## config.mk

```make
export PLATFORM = sky130hd
export DESIGN_NAME = vdu_ctrl
export DESIGN_NICKNAME = d
export VERILOG_FILES = /design/src/sv/vdu_pkg.sv /design/src/sv/vdu_ctrl.sv
export SDC_FILE = /design/constraint.sdc
export NUM_CORES = 1
export LEC_CHECK = 0
export ABC_AREA = 1
export BUFFER_PORTS_ARGS = -buffer_cell sky130_fd_sc_hd__clkbuf_2
export CORE_AREA = 5 5 42 44
export DETAILED_ROUTE_END_ITERATION = 7
export DIE_AREA = 0 0 47 49
export PLACE_DENSITY = 0.55
export RECOVER_POWER = 100
export SYNTH_ARGS = -nofsm -noshare
export SYNTH_HDL_FRONTEND = slang
export SYNTH_SLANG_ARGS = --single-unit
```

## constraint.sdc

```tcl
create_clock -name clk -period 2.99 [get_ports clk]
set_input_delay 0 -clock clk [delete_from_list [all_inputs] [get_ports clk]]
set_output_delay 0 -clock clk [all_outputs]
set_load 0.005 [all_outputs]
```

## src/sv/vdu_pkg.sv

```systemverilog
`timescale 1ns / 1ps
// Shared types and constants for the vector distance unit.
// No dependencies; imported by the top level, controller, datapath and testbench.
package vdu_pkg;

    // Metric selection codes
    localparam logic [2:0] MODE_SQ_EUCLID = 3'd0;
    localparam logic [2:0] MODE_CHEBYSHEV = 3'd1;
    localparam logic [2:0] MODE_COSINE    = 3'd2;
    localparam logic [2:0] MODE_MANHATTAN = 3'd3;

    // Result error codes
    localparam logic [1:0] ERR_NONE        = 2'd0;
    localparam logic [1:0] ERR_UNSUPPORTED = 2'd1;
    localparam logic [1:0] ERR_ZERO_LENGTH = 2'd2;

    // Fixed point 1.0 in Q2.30
    localparam logic [31:0] ONE_Q30 = 32'h4000_0000;

    // Number of quotient bits produced after the integer part
    localparam int DIV_STEPS = 44;

    typedef enum logic [2:0] {
        S_IDLE,
        S_ACC_LAST,
        S_EVAL,
        S_SQRT,
        S_MUL,
        S_DIV,
        S_DONE
    } vdu_state_t;

    // Controller to datapath
    typedef struct packed {
        logic load;
        logic clear;
        logic sqrt_start;
        logic mul_en;
        logic div_start;
        logic result_load;
    } vdu_cmd_t;

    // Datapath to controller
    typedef struct packed {
        logic cos_run;
        logic sqrt_done;
        logic div_done;
        logic out_free;
    } vdu_stat_t;

endpackage

```

## src/sv/vdu_ctrl.sv

```systemverilog
`timescale 1ns / 1ps
// Controller state machine of the vector distance unit.
// Depends on vdu_pkg for the state, command and status types.
module vdu_ctrl
    import vdu_pkg::*;
(
    input  logic      clk,
    input  logic      rst_n,
    input  logic      in_valid,
    input  logic      last_element,
    output logic      in_ready,
    input  vdu_stat_t stat,
    output vdu_cmd_t  cmd
);

    vdu_state_t state_reg, state_next;
    logic       accept;

    assign accept = in_valid && (state_reg == S_IDLE);

    // Next state
    always_comb
    begin
        state_next = state_reg;
        unique case (state_reg)
            S_IDLE:
                if (accept && last_element)
                    state_next = S_ACC_LAST;
            S_ACC_LAST:
                state_next = S_EVAL;
            S_EVAL:
                state_next = stat.cos_run ? S_SQRT : S_DONE;
            S_SQRT:
                if (stat.sqrt_done)
                    state_next = S_MUL;
            S_MUL:
                state_next = S_DIV;
            S_DIV:
                if (stat.div_done)
                    state_next = S_DONE;
            S_DONE:
                if (stat.out_free)
                    state_next = S_IDLE;
            default:
                state_next = S_IDLE;
        endcase
    end

    // Outputs
    always_comb
    begin
        cmd      = '0;
        in_ready = 1'b0;
        unique case (state_reg)
            S_IDLE:
            begin
                in_ready = 1'b1;
                cmd.load = accept;
            end
            S_EVAL:
                cmd.sqrt_start = stat.cos_run;
            S_SQRT:
                cmd.mul_en = stat.sqrt_done;
            S_MUL:
                cmd.div_start = 1'b1;
            S_DONE:
            begin
                cmd.result_load = stat.out_free;
                cmd.clear       = stat.out_free;
            end
            default:
            begin
                cmd = '0;
            end
        endcase
    end

    always_ff @(posedge clk or negedge rst_n)
    begin
        if (!rst_n)
            state_reg <= S_IDLE;
        else
            state_reg <= state_next;
    end

endmodule

```

==> results by group <==
Placement
  – # port buffers: 14
  – Placed cell area: 404 sq um
  – Dpl ws: 1800 ps
  – Post-Place Cells: 80
  – DP HPWL: 681 um
  – GPL Wtd Cong: 0.750

Die
  – Initial Util: 0.237
  – Die area: 2300 sq um
  – IO Pins: 15
  – Die Height: 49 um
  – Die X: 47 um
  – # rows: 14
  – Core area: 1400 sq um

Cells and area
  – Fin area: 427 sq um
  – Layout cells sized above 1: 0.304
  – Max reg flops: 3
  – Nets: 78
  – Area grow syn2layout: 28.2%
  – Diodes inserted: 0
  – Filler-free cell count of the finished design: 85

Worst setup path
  – Critical Path Source Type: flip-flop
  – Critical path type: flip-flop to flip-flop
  – Crit path DAT: 1420 ps
  – WP data required: 3110 ps
  – CP Capture Type: flip-flop
  – Worst-path fanout max: 6

STA
  – Setup TNS: 0 ps
  – Fin crit share: 0.436
  – Hold Slack: 98.9 ps
  – Endpoints failing setup: 0
  – Actual slew at the worst max-slew pin: 307 ps
  – Min cycle time layout: 1300 ps
  – Max frequency: 0.768 GHz
  – Layout Skew: 1.25 ps
  – Endpoints failing hold: 0
  – Final max-slew violation count: 0
  – Slew headroom: 0.796
  – Fin worst setup slack: 1690 ps
  – RSZ-0062 raised after global routing: no

Power and ir drop
  – Pwr/cell area: 937 nW/um^2
  – Switching Share: 0.493
  – Comb pwr share: 0.574
  – Leak pwr: 0.240 nW
  – P_int: 0.203 mW
  – NetSw: 0.197 mW
  – Part of the power in registers: 0.246
  – Clock Power Share: 0.179
  – Maximum vdd ir drop: 0.307 mV

Synth
  – Synth Net Count: 60
  – Sequential share of the synthesized area: 0.226
  – Cell area after synthesis: 333 sq um
  – Syn Area/Cell: 6.40 sq um
  – Ys Warns: 0
  – Cell count after synthesis: 52
  – Distinct cells, synth: 18
  – FF+latch count, synth: 3

Run
  – Number of max-cap violations: 0

Route
  – Post-DRT Antenna Nets: 0
  – Iter 0 DRT Violations: 2
  – DRC Markers: 0
  – Post-Route WL: 815 um
  – Vias post-DR: 363
  – Detailed Routing Iterations Pass 1: 3
  – WL/cell: 9.59 um
  – Vias per cell: 4.27

Clock tree
  – Clock sinks: 3
  – CTS tree: built
  – Largest buffer count on any clock path: 2
  – Clk Latency, worst-skew pair: 240 ps
  – CTS root buffer: clkbuf_4
  – TritonCTS buffer count: 3
  – Clock transition at path regs: 40 ps
  – CTS H-tree lvls: 1

Run status
  – Status: finished, final reports clean

Global route
  – Total grt overflow: 0
  – Total GRT Usage: 0.0782
  – Largest net degree at the start of global routing: 10
  – First-pass GRT wire length: 1.25 mm
  – Initial antenna violation count: 0
  – Number of global-route vias before repair: 331

Worst hold path
  – Hold WC Path Type: input pin to async pin
## critical path, stage by stage (launching register included)
cell and delay, ps:
dfrtp_1 430, inv_1 190, nand3_1 120, nor2_1 250, nor2_4 60, nand3_1 70, nand2_1 50
## power groups by stage
| stage | Combinational (mW) | Sequential [mW] | Clock, mW |
|---|---|---|---|
| after floorplan | 0.213 | 0.0820 | 0 |
| after global placement | 0.243 | 0.102 | 0 |
| after detailed placement | 0.244 | 0.103 | 0 |
| after CTS | 0.246 | 0.103 | 0.0729 |
| after global routing | 0.259 | 0.104 | 0.0794 |
| final | 0.230 | 0.0985 | 0.0717 |
## final timing paths
check	start	endpoint	slack [ps]	cells after the start
max	state_reg[0]	state_reg[0]	1690	6
min	rst_n	state_reg[1]	100	2
max reg2reg	state_reg[0]	state_reg[0]	1690	6
min reg2reg	state_reg[0]	state_reg[1]	670	3
max in group asynchronous	rst_n	state_reg[2]	2740	2
min in group clk	stat[2]	state_reg[1]	120	4
## synth_stat cells
cell type,count,area [sq um]
a21oi_1,2,10.0
and3_1,1,6.26
buf_4,1,7.51
buf_6,1,11.3
dfrtp_1,3,75.1
inv_1,5,18.8
inv_2,3,11.3
nand2_1,10,37.5
nand2_2,1,6.26
nand2_4,1,11.3
nand3_1,4,20.0
nand3_2,1,10.0
nor2_1,10,37.5
nor2_2,3,18.8
nor2_4,2,22.5
o21ai_0,1,5.00
o21ai_2,1,8.76
o21bai_1,2,15.0
## cell usage in the layout (no fill, tap or decap), types with 2 or more instances in the layout
| cell | n |
|---|---|
| nor2_4 | 2 |
| a21oi_1 | 2 |
| nand3_1 | 5 |
| nand2_1 | 10 |
| dfrtp_1 | 3 |
| clkbuf_2 | 11 |
| clkbuf_1 | 4 |
| inv_1 | 7 |
| clkbuf_4 | 3 |
| o21bai_1 | 2 |
| nor2_1 | 12 |
## per-stage QoR
stage / total power [mW] / utilization
floorplan: 0.295 / -
global placement: 0.345 / 0.288
detailed placement: 0.347 / 0.288
CTS: 0.421 / 0.314
global route: 0.443 / 0.304
finish: 0.400 / 0.304
## layer usage
metal | up-vias | routed length (um) | track usage
met5 | - | 0 | 0
met2 | 11 | 374 | 0.113
met4 | 0 | 19 | 0.0691
met3 | 3 | 64 | 0.0332
li1 | 193 | - | -
met1 | 156 | 357 | 0.0815
## kinds of logic (layout without fill, tap and decap cells)
family / Yosys count / count (layout) / synth area share
flip-flops: 3 / 3 / 0.226
AND/OR/NAND/NOR: 33 / 33 / 0.511
buffers and inverters: 10 / 27 / 0.147
AO/OA/AOI/OAI: 6 / 6 / 0.117
## cell type report
type                            instances  area, sq um
Multi-Input combinational cell         39          199
Tap cell                               16         20.0
Inverter                                8         30.0
Fill cell                             164          975
Clock buffer                            4         26.3
Sequential cell                         3         75.1
Timing Repair Buffer                   15         76.3
## timing repair
action,in CTS,in global routing
setup endpoints to repair,0,0
endpoints found under the hold margin,3,0
setup buffers,0,0
hold buffers,1,0
resized for setup,0,0
No activity file was read; power rests on OpenSTA's default activity.
